[src/hdl/toy_cpu_execute_unit_assert.svh]
// Assertion macros for the execute unit.
`ifndef TOY_CPU_EXECUTE_UNIT_ASSERT_SVH
`define TOY_CPU_EXECUTE_UNIT_ASSERT_SVH
// Implication checked every cycle outside reset.
`define TCX_ASSERT_IMP(label, clk, rst, ante, cons, msg) \
   label: assert property (@(posedge clk) disable iff (rst) (ante) |-> (cons)) \
      else $error(msg);
// Next-cycle implication.
`define TCX_ASSERT_NEXT(label, clk, rst, ante, cons, msg) \
   label: assert property (@(posedge clk) disable iff (rst) (ante) |=> (cons)) \
      else $error(msg);
`endif

[src/hdl/tcx_pkg.sv]
//------------------------------------------------------------------------------
// tcx_pkg
// Opcodes, fault codes and the queue entry type of the execute unit.
//------------------------------------------------------------------------------
package tcx_pkg;
   localparam logic [4:0] OP_LD_MEM = 5'd0;
   localparam logic [4:0] OP_LD_REG = 5'd1;
   localparam logic [4:0] OP_LD_IMM = 5'd2;
   localparam logic [4:0] OP_ST     = 5'd3;
   localparam logic [4:0] OP_ST_HI  = 5'd4;
   localparam logic [4:0] OP_ST_LO  = 5'd5;
   localparam logic [4:0] OP_CMP_R  = 5'd6;
   localparam logic [4:0] OP_CMP_I  = 5'd7;
   localparam logic [4:0] OP_ADD_I  = 5'd8;
   localparam logic [4:0] OP_ADD_R  = 5'd9;
   localparam logic [4:0] OP_SUB_I  = 5'd10;
   localparam logic [4:0] OP_SUB_R  = 5'd11;
   localparam logic [4:0] OP_MUL_I  = 5'd12;
   localparam logic [4:0] OP_DIV_I  = 5'd13;
   localparam logic [4:0] OP_MUL_R  = 5'd14;
   localparam logic [4:0] OP_DIV_R  = 5'd15;
   localparam logic [4:0] OP_JMP    = 5'd16;
   localparam logic [4:0] OP_JEQ    = 5'd17;
   localparam logic [4:0] OP_JGT    = 5'd18;
   localparam logic [4:0] OP_JLT    = 5'd19;
   localparam logic [4:0] OP_AND_I  = 5'd20;
   localparam logic [4:0] OP_AND_R  = 5'd21;
   localparam logic [4:0] OP_OR_I   = 5'd22;
   localparam logic [4:0] OP_OR_R   = 5'd23;
   localparam logic [4:0] OP_NOT_I  = 5'd24;
   localparam logic [4:0] OP_NOT_R  = 5'd25;
   localparam logic [4:0] OP_XOR_I  = 5'd26;
   localparam logic [4:0] OP_XOR_R  = 5'd27;
   localparam logic [4:0] OP_PUSH_I = 5'd28;
   localparam logic [4:0] OP_PUSH_R = 5'd29;
   localparam logic [4:0] OP_POP    = 5'd30;

   localparam logic [1:0] FAULT_NONE = 2'd0;
   localparam logic [1:0] FAULT_REG  = 2'd1;
   localparam logic [1:0] FAULT_DIV  = 2'd2;

   localparam logic [3:0] SP_INDEX = 4'd10;

   // classified instruction passed from front to back
   typedef struct packed {
      logic [4:0]  opcode;
      logic [3:0]  dest_reg;
      logic [3:0]  src_reg;
      logic [15:0] immediate;
      logic        use_src;
      logic        bad_reg;
   } instr_type;

   function automatic logic uses_dest(input logic [4:0] op);
      return (op <= OP_DIV_R) || (op >= OP_AND_I && op <= OP_XOR_R) ||
             op == OP_PUSH_R || op == OP_POP;
   endfunction

   function automatic logic uses_src(input logic [4:0] op);
      return op == OP_LD_REG || op == OP_CMP_R || op == OP_ADD_R || op == OP_SUB_R ||
             op == OP_MUL_R || op == OP_DIV_R || op == OP_AND_R || op == OP_OR_R ||
             op == OP_NOT_R || op == OP_XOR_R;
   endfunction
endpackage

[src/hdl/tcx_front.sv]
//------------------------------------------------------------------------------
// tcx_front
// Accepts instructions, checks register indexes, queues them (two entries).
//------------------------------------------------------------------------------
module tcx_front #(
   parameter int NUM_REGS = 11
) (
   input  logic                clock,
   input  logic                reset,
   input  logic                req_valid,
   output logic                req_stall,
   input  logic [4:0]          req_opcode,
   input  logic [3:0]          req_dest_reg,
   input  logic [3:0]          req_src_reg,
   input  logic [15:0]         req_immediate,
   output logic                q_valid,
   input  logic                q_take,
   output tcx_pkg::instr_type  q_item
);
   tcx_pkg::instr_type slot_ff [2];
   tcx_pkg::instr_type slot_in;
   logic       wr_ptr_ff, rd_ptr_ff, wr_ptr_in, rd_ptr_in;
   logic [1:0] count_ff, count_in;
   logic       push;

   assign req_stall = (count_ff == 2'd2);
   assign push      = req_valid && !req_stall;
   assign q_valid   = (count_ff != 2'd0);
   assign q_item    = slot_ff[rd_ptr_ff];

   always_comb begin
      slot_in.opcode    = req_opcode;
      slot_in.dest_reg  = req_dest_reg;
      slot_in.src_reg   = req_src_reg;
      slot_in.immediate = req_immediate;
      slot_in.use_src   = tcx_pkg::uses_src(req_opcode);
      slot_in.bad_reg   =
         (tcx_pkg::uses_dest(req_opcode) && {28'd0, req_dest_reg} >= NUM_REGS) ||
         (slot_in.use_src && {28'd0, req_src_reg} >= NUM_REGS);
      wr_ptr_in = push ? !wr_ptr_ff : wr_ptr_ff;
      rd_ptr_in = q_take ? !rd_ptr_ff : rd_ptr_ff;
      count_in  = count_ff + {1'b0, push} - {1'b0, q_take};
   end

   always_ff @(posedge clock) begin
      if (reset) begin
         wr_ptr_ff <= 1'b0;
         rd_ptr_ff <= 1'b0;
         count_ff  <= 2'd0;
      end else begin
         wr_ptr_ff <= wr_ptr_in;
         rd_ptr_ff <= rd_ptr_in;
         count_ff  <= count_in;
      end
      if (push) slot_ff[wr_ptr_ff] <= slot_in;
   end
endmodule

[config.mk]
export PLATFORM = sky130hd
export DESIGN_NAME = tcx_front
export DESIGN_NICKNAME = d
export VERILOG_FILES = /design/src/hdl/toy_cpu_execute_unit_assert.svh /design/src/hdl/tcx_pkg.sv /design/src/hdl/tcx_front.sv
export SDC_FILE = /design/constraint.sdc
export NUM_CORES = 1
export LEC_CHECK = 0
export ABC_AREA = 1
export BUFFER_PORTS_ARGS = -buffer_cell sky130_fd_sc_hd__buf_2
export CAP_MARGIN = 40
export CORE_MARGIN = 8
export CORE_UTILIZATION = 45
export DETAILED_ROUTE_END_ITERATION = 8
export PLACE_DENSITY = 0.73
export SYNTH_ARGS = -nofsm -noshare
export SYNTH_HDL_FRONTEND = slang
export SYNTH_SLANG_ARGS = --single-unit
[constraint.sdc]
create_clock -name clock -period 3.3 [get_ports clock]
set_clock_uncertainty 0.1 [all_clocks]
set_input_delay 0 -clock clock [delete_from_list [all_inputs] [get_ports clock]]
set_output_delay 0 -clock clock [all_outputs]
set_load 0.1 [all_outputs]
==> flow_metrics.py, run 1 <==
metrics = {
    "final_layout": {
        "fill_cells": 416,
        "final_common_cell": "buf_2",
        "stdcell_area_um2": 3506,
        "drive_gt1_frac": 0.4398,
        "regArea_um2": 1962,
        "final_cell_mix": "buf_2 (65), edfxtp_1 (62), dlygate4sd3_1 (32)",
        "multi_input_area_um2": 573.1,
        "nets": 296,
        "area_growth_pct": 34.65,
        "fin_cells": 339,
    },
    "global_routing": {
        "grt_pass1_vias": 1715,
        "grt_max_degree": 32,
        "antenna_found_initial": 1,
        "grt-ovfl-total": 0,
        "grt_pass1_wl_um": 7983,
        "track_usage": 0.1219,
    },
    "placement": {
        "dpl.hpwl_um": 3339,
        "portBuffers": 65,
        "placed_area_um2": 3030,
        "dp_worst_setup_slack_ps": 1451,
        "gp_congestion": 0.6867,
        "dpl.cell_count": 290,
    },
    "pwr": {
        "peakVddDrop_mv": 0.4524,
        "p_per_area_nw_per_um2": 670.2,
        "total_power_mw": 2.350,
        "p_leak_nw": 1.395,
    },
    "drt": {
        "routedWlPerCell_um": 14.66,
        "first_pass_iters": 4,
        "drc_errors": 0,
        "route.vias.total": 1579,
        "routed_wl_um": 4970,
        "final_antenna_net_count": 0,
        "vias_per_cell": 4.658,
        "drtIter0Drc": 60,
    },
    "critical_path": {
        "path_class": "reg2reg",
        "critPathLaunchType": "register",
        "cp.arrival_ps": 1740,
        "crit_required_ps": 3210,
        "crit_fanout": 19,
        "cp-end-kind": "register",
    },
    "die": {
        "dieArea_um2": 8476,
        "die_h_um": 92.07,
        "start_util": 0.4700,
        "io_pins": 66,
        "rows": 27,
        "die_w_um": 92.07,
        "coreArea_um2": 5540,
    },
    "timing": {
        "min_period_ps": 1830,
        "setup_viol": 0,
        "setup_slack_ps": 1470,
        "maxSlewHeadroom": 0.5684,
        "setup-tns-final_ps": 0,
        "rsz0062_at_grt": "false",
        "worst_slew_pin_slew_ps": 646.8,
        "slew_viol_final": 0,
        "max_freq_mhz": 546.4,
        "hold_viol": 0,
        "period_share": 0.5546,
    },
    "clock_tree": {
        "cts-buffers-inserted": 9,
        "h-tree-depth": 3,
        "cts_sinks": 67,
        "cts_tree": "yes",
        "clock_latency_ps": 320,
        "clkTransAtPathRegs_ps": 70,
        "max-clock-path-buffers": 2,
        "cts-root-buf": "clkbuf_8",
    },
    "logic_synthesis": {
        "ys_types": 17,
        "yosys.area.top_type": "edfxtp_1",
        "synth.area.top_cells": "edfxtp_1 (72%), mux2_2 (13%), dfxtp_1 (3.8%), nand2_1 (2.0%), nor2_1 (1.7%)",
        "synth_top_area_frac": 0.7150,
        "synthesis.instances": 153,
        "ys_seq_area_frac": 0.7535,
        "ys_seq_elements": 67,
        "synthesis.area_um2": 2604,
        "synth_fp_nets": 188,
        "ys.warnings.count": 0,
        "syn_area_per_cell_um2": 17.02,
    },
    "hold_path": {
        "hold_path_class": "in2reg",
    },
    "outcome": {
        "outcome": "finished clean",
    },
    "run": {
        "max_cap_viol_count": 0,
    },
}
## critical path, cell delays in order (launching register included)
cell and delay, ps:
dfxtp_1 410, o21ai_4 110, nor2_2 510, buf_4 380
## where the power goes
part / internal, mW / switching (mW)
combinational: 0.165 / 0.606
clock: 0.265 / 0.265
sequential: 1.03 / 0.0224
## kinds of logic after synthesis
kind of cell | after synthesis | share of synthesized area
AND/OR/NAND/NOR | 33 | 0.05574
XOR/XNOR | 2 | 0.006729
multiplexers | 31 | 0.1341
flip-flops | 67 | 0.7535
buffers and inverters | 15 | 0.03027
AO/OA/AOI/OAI | 3 | 0.01009
adder cells (fa/ha/maj) | 2 | 0.009609
## per-layer routing
metal	wire, µm	GRT usage	share of wire	vias up
met1	1915	0.1272	0.39	740
met5	0	0	0	-
met3	256	0.03749	0.052	14
met4	167	0.08456	0.034	0
li1	-	-	-	774
met2	2630	0.2062	0.53	51
## timing repair
item | in CTS | in global routing
resized for setup | 0 | 0
setup endpoints to repair | 0 | 0
buffers inserted | 0 | 0
hold buffers | 32 | 0
endpoints found under the hold margin | 66 | 0
## per-stage QoR
| step | util | hold slack [ps] |
|---|---|---|
| floorplan | - | -30.49 |
| global placement | 0.5434 | 92.49 |
| detailed placement | 0.5470 | 94.30 |
| CTS | 0.6323 | 275.6 |
| global route | 0.6328 | 287.6 |
| finish | 0.6328 | 297.4 |
## worst paths after layout
check / from / slack, ps / end / cells after the start
min reg2reg: rd_ptr_ff$_SDFFE_PP0P_ / 420 / register / 2
min: req_immediate[15] / 300 / slot_ff[1][17]$_DFFE_PP_ / 2
max reg2reg: count_ff[0]$_SDFF_PP0_ / 1470 / slot_ff[0][20]$_DFFE_PP_ / 3
max: count_ff[0]$_SDFF_PP0_ / 1470 / slot_ff[0][20]$_DFFE_PP_ / 3
## registers in the layout, indices dropped and copies added (netlist names), named ones only
register	flops
count_ff	2
wr_ptr_ff	1
rd_ptr_ff	1
slot_ff	62
## cell type report
cell class / count / area share
diodes: 1 / 0.0007138
flip-flops and latches: 67 / 0.5596
inverters: 12 / 0.01285
clock inverters: 4 / 0.004996
well taps: 72 / 0.02570
clock buffers: 12 / 0.03854
repair buffers: 100 / 0.1941
multi-input cells: 71 / 0.1635
## synthesized netlist by cell type
cell type	instances
edfxtp_1	62
mux2_2	31
nand2_1	14
nor2_1	12
inv_1	11
dfxtp_1	5
buf_6	3
a21oi_1	2
ha_1	2
nand3_1	2
or2_2	2
xnor2_1	2
inv_2	1
nor3_1	1
nor3b_1	1
nor3b_2	1
o21ai_4	1
(Power assumes the default switching activity.)
==> inputs of run 2 (changes only) <==
- PLACE_DENSITY: 0.73 -> 0.76
- clock period: 3.3 -> 1.6 ns (I/O delays scaled with it)
==> flow_metrics.py, run 2 (synthesis results as in run 1) <==
metrics = {
    "drt": {
        "route.vias.total": 1578,
        "drtIter0Drc": 71,
        "first_pass_iters": 4,
        "final_antenna_net_count": 0,
        "vias_per_cell": 4.628,
        "drc_errors": 0,
        "routedWlPerCell_um": 16.45,
        "routed_wl_um": 5609,
    },
    "timing": {
        "worst_slew_pin_slew_ps": 492.6,
        "rsz0062_at_grt": "true",
        "slew_viol_final": 0,
        "min_period_ps": 1550,
        "hold_ws_ps": 85.99,
        "setup_viol": 0,
        "hold_viol": 0,
        "period_share": 0.9688,
        "max_freq_mhz": 645.1,
        "maxSlewHeadroom": 0.6738,
    },
    "placement": {
        "placed_area_um2": 3576,
        "dpl.hpwl_um": 3568,
        "portBuffers": 65,
        "gp_congestion": 0.7551,
    },
    "pwr": {
        "comb_power_share": 0.347,
        "p_per_area_nw_per_um2": 1450,
        "p_leak_nw": 1.655,
        "total_power_mw": 6.086,
        "p_clk_frac": 0.296,
        "intPower_mw": 4.074,
        "switching_share": 0.3307,
        "seqPwrFrac": 0.357,
        "power_switching_mw": 2.013,
        "peakVddDrop_mv": 1.075,
    },
    "final_layout": {
        "final_cell_mix": "edfxtp_1 (62), buf_12 (36), buf_2 (34)",
        "multi_input_area_um2": 595.6,
        "drive_gt1_frac": 0.4907,
        "largest_register_ffs": 62,
        "antenna_cells": 0,
        "stdcell_area_um2": 4197,
        "largest-register": "slot_ff",
        "largestRegisters": "slot_ff (62), count_ff (2)",
        "fill_cells": 341,
        "area_growth_pct": 61.17,
        "regArea_um2": 1968,
        "final_common_cell": "edfxtp_1",
        "nets": 299,
    },
    "critical_path": {
        "crit_required_ps": 1500,
        "path_class": "reg2out",
        "critPathLaunchType": "register",
        "crit_fanout": 15,
        "cp-end-kind": "primary output",
        "cp.arrival_ps": 1450,
    },
    "die": {
        "io_pins": 66,
        "start_util": 0.4700,
        "dieArea_um2": 8476,
        "die_w_um": 92.07,
        "coreArea_um2": 5540,
        "rows": 27,
        "die_h_um": 92.07,
    },
    "clock_tree": {
        "h-tree-depth": 3,
        "cts_tree": "yes",
        "cts_setup_buffers": 0,
        "clock_latency_ps": 330,
        "cts-buffers-inserted": 9,
        "cts_sinks": 67,
        "clkTransAtPathRegs_ps": 70,
        "max-clock-path-buffers": 2,
        "cts-root-buf": "clkbuf_8",
    },
    "global_routing": {
        "antenna_found_initial": 0,
        "grt-ovfl-total": 0,
        "track_usage": 0.1360,
        "grt_pass1_vias": 1734,
        "grt_pass1_wl_um": 8825,
        "grt_max_degree": 32,
    },
    "hold_path": {
        "hold_path_class": "in2reg",
    },
    "outcome": {
        "outcome": "finished clean",
    },
    "run": {
        "max_cap_viol_count": 0,
    },
}
==> run 2: power by group through the flow <==
stage | sequential (mW) | combinational, mW | clock [mW]
finish | 2.17 | 2.11 | 1.80
global route | 2.19 | 2.19 | 1.92
CTS | 2.17 | 2.10 | 1.84
detailed placement | 2.21 | 2.04 | 0
global placement | 2.19 | 2.01 | 0
floorplan | 2.19 | 1.31 | 0
==> run 2: path summary, 6_finish.rpt <==
path                          start                endpoint  slack [ps]  cells after the start
min                       req_valid  wr_ptr_ff$_SDFFE_PP0P_          90                      5
min reg2reg  rd_ptr_ff$_SDFFE_PP0P_                register         420                      2
max reg2reg  count_ff[1]$_SDFF_PP0_  count_ff[1]$_SDFF_PP0_          60                      8
max                        register              q_item[27]          50                      3
==> run 2: layer usage <==
metal | wire length (µm) | GRT usage | share of wire
met2 | 3002 | 0.2288 | 0.54
met4 | 94 | 0.07248 | 0.017
met1 | 2272 | 0.1503 | 0.41
met5 | 0 | 0 | 0
met3 | 239 | 0.04319 | 0.043
==> run 2: metrics by stage <==
step	util	setup WS (ps)	TNS, ps	cells
floorplan	-	51.66	0	153
global placement	0.6454	85.48	0	293
detailed placement	0.6454	-29.35	-29.35	293
CTS	0.7493	-7.627	-16.97	340
global route	0.7575	-23.17	-27.35	341
finish	0.7575	49.96	0	341
==> run 2: final cells by class <==
type / count / area share
inverters: 12 / 0.01073
flip-flops and latches: 67 / 0.4690
multi-input cells: 71 / 0.1419
clock buffers: 9 / 0.02952
well taps: 72 / 0.02147
clock inverters: 7 / 0.03339
repair buffers: 103 / 0.2940
==> run 2: worst max-delay path, stage by stage (launching register included) <==
cell	delay [ps]
dfxtp_4	380
clkbuf_16	180
mux2_2	370
buf_12	170
==> run 2: timing repair <==
item                       CTS  global route
hold endpoints to repair    63             0
resized for setup            1             6
gates cloned                 0             1
hold buffers                31             0
setup endpoints to repair    3            32
==> inputs of run 3 (changes only) <==
- ABC_AREA: 1 -> not set
- CORE_UTILIZATION: 45 -> 44
- PLACE_DENSITY: 0.76 -> 0.75
==> flow_metrics.py, run 3 <==
metrics = {
    "final_layout": {
        "largestRegisters": "slot_ff (62), count_ff (2)",
        "area_growth_pct": 65.70,
        "regArea_um2": 1968,
        "antenna_cells": 0,
        "drive_gt1_frac": 0.4962,
        "final_common_cell": "edfxtp_1",
        "final_util": 0.7380,
        "fill_cells": 373,
        "largest_register_ffs": 62,
        "largest-register": "slot_ff",
        "multi_input_area_um2": 728.2,
        "final_cell_mix": "edfxtp_1 (62), buf_12 (36), buf_2 (34)",
        "nets": 290,
    },
    "pwr": {
        "p_leak_nw": 1.719,
        "p_per_area_nw_per_um2": 1314,
        "peakVddDrop_mv": 0.8336,
    },
    "global_routing": {
        "grt_max_degree": 32,
        "antenna_found_initial": 0,
        "grt_pass1_vias": 1774,
        "track_usage": 0.1393,
        "grt_busiest_layer": "met2",
        "grt_pass1_wl_um": 9059,
        "met3_usage": 0.04045,
        "met2_usage": 0.2420,
        "met1_usage": 0.1491,
        "grt-ovfl-total": 0,
    },
    "die": {
        "dieArea_um2": 8597,
        "rows": 28,
        "die_w_um": 92.72,
        "die_h_um": 92.72,
        "io_pins": 66,
        "coreArea_um2": 5816,
        "start_util": 0.4454,
    },
    "timing": {
        "period_share": 1.026,
        "hold_viol": 0,
        "rsz0062_at_grt": "true",
        "slew_viol_final": 0,
        "setup_viol": 20,
        "worst_slew_pin_slew_ps": 497.0,
        "max_freq_mhz": 609.2,
        "maxSlewHeadroom": 0.6710,
        "setup_slack_ps": -41.49,
        "min_period_ps": 1641,
    },
    "clock_tree": {
        "clkTransAtPathRegs_ps": 70,
        "h-tree-depth": 3,
        "max-clock-path-buffers": 2,
        "cts_tree": "yes",
        "cts-buffers-inserted": 9,
        "cts-root-buf": "clkbuf_8",
        "clock_latency_ps": 330,
        "cts_sinks": 67,
    },
    "logic_synthesis": {
        "yosys.area.top_type": "edfxtp_1",
        "synth.area.top_cells": "edfxtp_1 (72%), mux2_1 (13%), dfxtp_1 (3.9%), ha_1 (0.97%), xnor2_1 (0.68%)",
        "synthFlopType": "edfxtp_1",
        "synth_fp_nets": 175,
        "ys_top_cells_by_count": "edfxtp_1 (62), mux2_1 (31), dfxtp_1 (5)",
        "ys_types": 31,
        "synth_most_common_cell": "edfxtp_1",
        "ys_seq_area_frac": 0.7575,
        "ys.warnings.count": 0,
        "synth_top_area_frac": 0.7188,
        "synthesis.instances": 140,
        "syn_area_per_cell_um2": 18.50,
        "synth_edf_count": 62,
        "ys_seq_elements": 67,
        "synthArstFlopShare": 0,
        "synthesis.area_um2": 2590,
    },
    "critical_path": {
        "critPathTopFamily": "simple AND/OR/NAND/NOR gates",
        "cp.arrival_ps": 1580,
        "crit_slowest_cell": "or3_4",
        "cpPeakStageDelay_ps": 340,
        "critical_path_depth": 6,
        "critPathLaunchType": "register",
        "timing.critical_path.buf_inv": 4,
        "crit_required_ps": 1540,
        "path_common_cell": "buf_12",
        "rr_worst_depth": 6,
        "cp-end-kind": "register",
        "path_class": "reg2reg",
        "path_cells": "nand2b_4 -> buf_12 -> inv_12 -> or3_4 -> clkinvlp_4 -> buf_12",
        "crit_fanout": 20,
    },
    "drt": {
        "drc_errors": 0,
        "first_pass_iters": 4,
        "route.vias.total": 1628,
        "final_antenna_net_count": 0,
        "vias_per_cell": 4.860,
        "routed_wl_um": 5970,
        "routedWlPerCell_um": 17.82,
        "drtIter0Drc": 56,
    },
    "run": {
        "max_cap_viol_count": 0,
    },
    "placement": {
        "dpl.hpwl_um": 3390,
        "dp_worst_setup_slack_ps": -35.26,
        "gp_congestion": 0.7437,
        "portBuffers": 65,
    },
    "hold_path": {
        "hold_path_class": "in2reg",
        "hold_path_depth": 2,
    },
    "outcome": {
        "violations": "setup timing",
        "outcome": "finished, violations left",
    },
}
[run 3: changes by cell type in the layout (fill, tap and decap cells not counted), moves of 3 or more]
cell,before,now
nand2_1,14,1
inv_1,11,2
clkbuf_1,0,3
clkinv_2,0,3
mux2_4,0,31
nor2_1,9,3
mux2_2,31,0
bufinv_16,4,0
[run 3: metrics by stage]
stage / TNS, ps / std cells / total power [mW] / instance area (µm²) / hold WS, ps
2_1_floorplan: -3691 / 140 / 3.464 / 2619 / -35.80
3_3_place_gp: 0 / 282 / 4.185 / 3576 / 90.45
3_5_place_dp: -35.26 / 282 / 4.213 / 3576 / 93.00
4_1_cts: -686.4 / 333 / 5.507 / 4124 / 281.0
5_1_grt: -1678 / 335 / 5.838 / 4292 / 291.3
6_report: -715.9 / 335 / 5.639 / 4292 / 293.9
[run 3: final cells by class]
class                      count  share of cell area
sequential                    67              0.4586
timing repair buffer         107              0.3044
multi-input combinational     66              0.1697
clock buffer                  13             0.03469
tap                           75             0.02187
inverter                       4            0.007289
clock inverter                 3            0.003499
[run 3: worst paths after layout]
kind	slack (ps)	end	startpoint
worst min-delay path	290	slot_ff[0][3]$_DFFE_PP_	req_immediate[1]
worst max register to register	-40	slot_ff[0][5]$_DFFE_PP_	count_ff[0]$_SDFF_PP0_
worst min register to register	420	rd_ptr_ff$_SDFFE_PP0P_	rd_ptr_ff$_SDFFE_PP0P_
worst max-delay path	-40	slot_ff[0][5]$_DFFE_PP_	count_ff[0]$_SDFF_PP0_
[run 3: worst reg2reg max path, delay by kind of cell, from the launching register on]
family                 cells  cell delay (ps)
AND/OR/NAND/NOR            2              480
flip-flops                 1              330
buffers and inverters      4              430
[run 3: power by group]
part	internal (mW)	switching [mW]	total, mW
logic	0.885	1.38	2.26
clock network	0.599	0.600	1.20
registers	2.12	0.0613	2.18
[run 3: logic make-up after synthesis]
| kind of cell | count (synthesis) | share of synthesized area |
|---|---|---|
| buffers and inverters | 7 | 0.01159 |
| multiplexers | 32 | 0.1386 |
| flip-flops | 67 | 0.7575 |
| AND/OR/NAND/NOR | 22 | 0.05363 |
| XOR/XNOR | 3 | 0.01015 |
| AO/OA/AOI/OAI | 7 | 0.01884 |
| adder cells (fa/ha/maj) | 2 | 0.009660 |
[run 3: layer usage]
layer	wire length, µm	vias up
met1	2426	785
met2	3089	50
li1	-	775
met4	143	0
met3	310	18
met5	0	-
[run 3: timing repair]
item | 4_1_cts | 5_1_grt
buffers inserted | 1 | 0
endpoints found under the hold margin | 63 | 0
gates resized for setup | 8 | 59
setup endpoints to repair | 32 | 53
hold buffers | 33 | 0
gates cloned | 1 | 2
pin swaps | 1 | 2
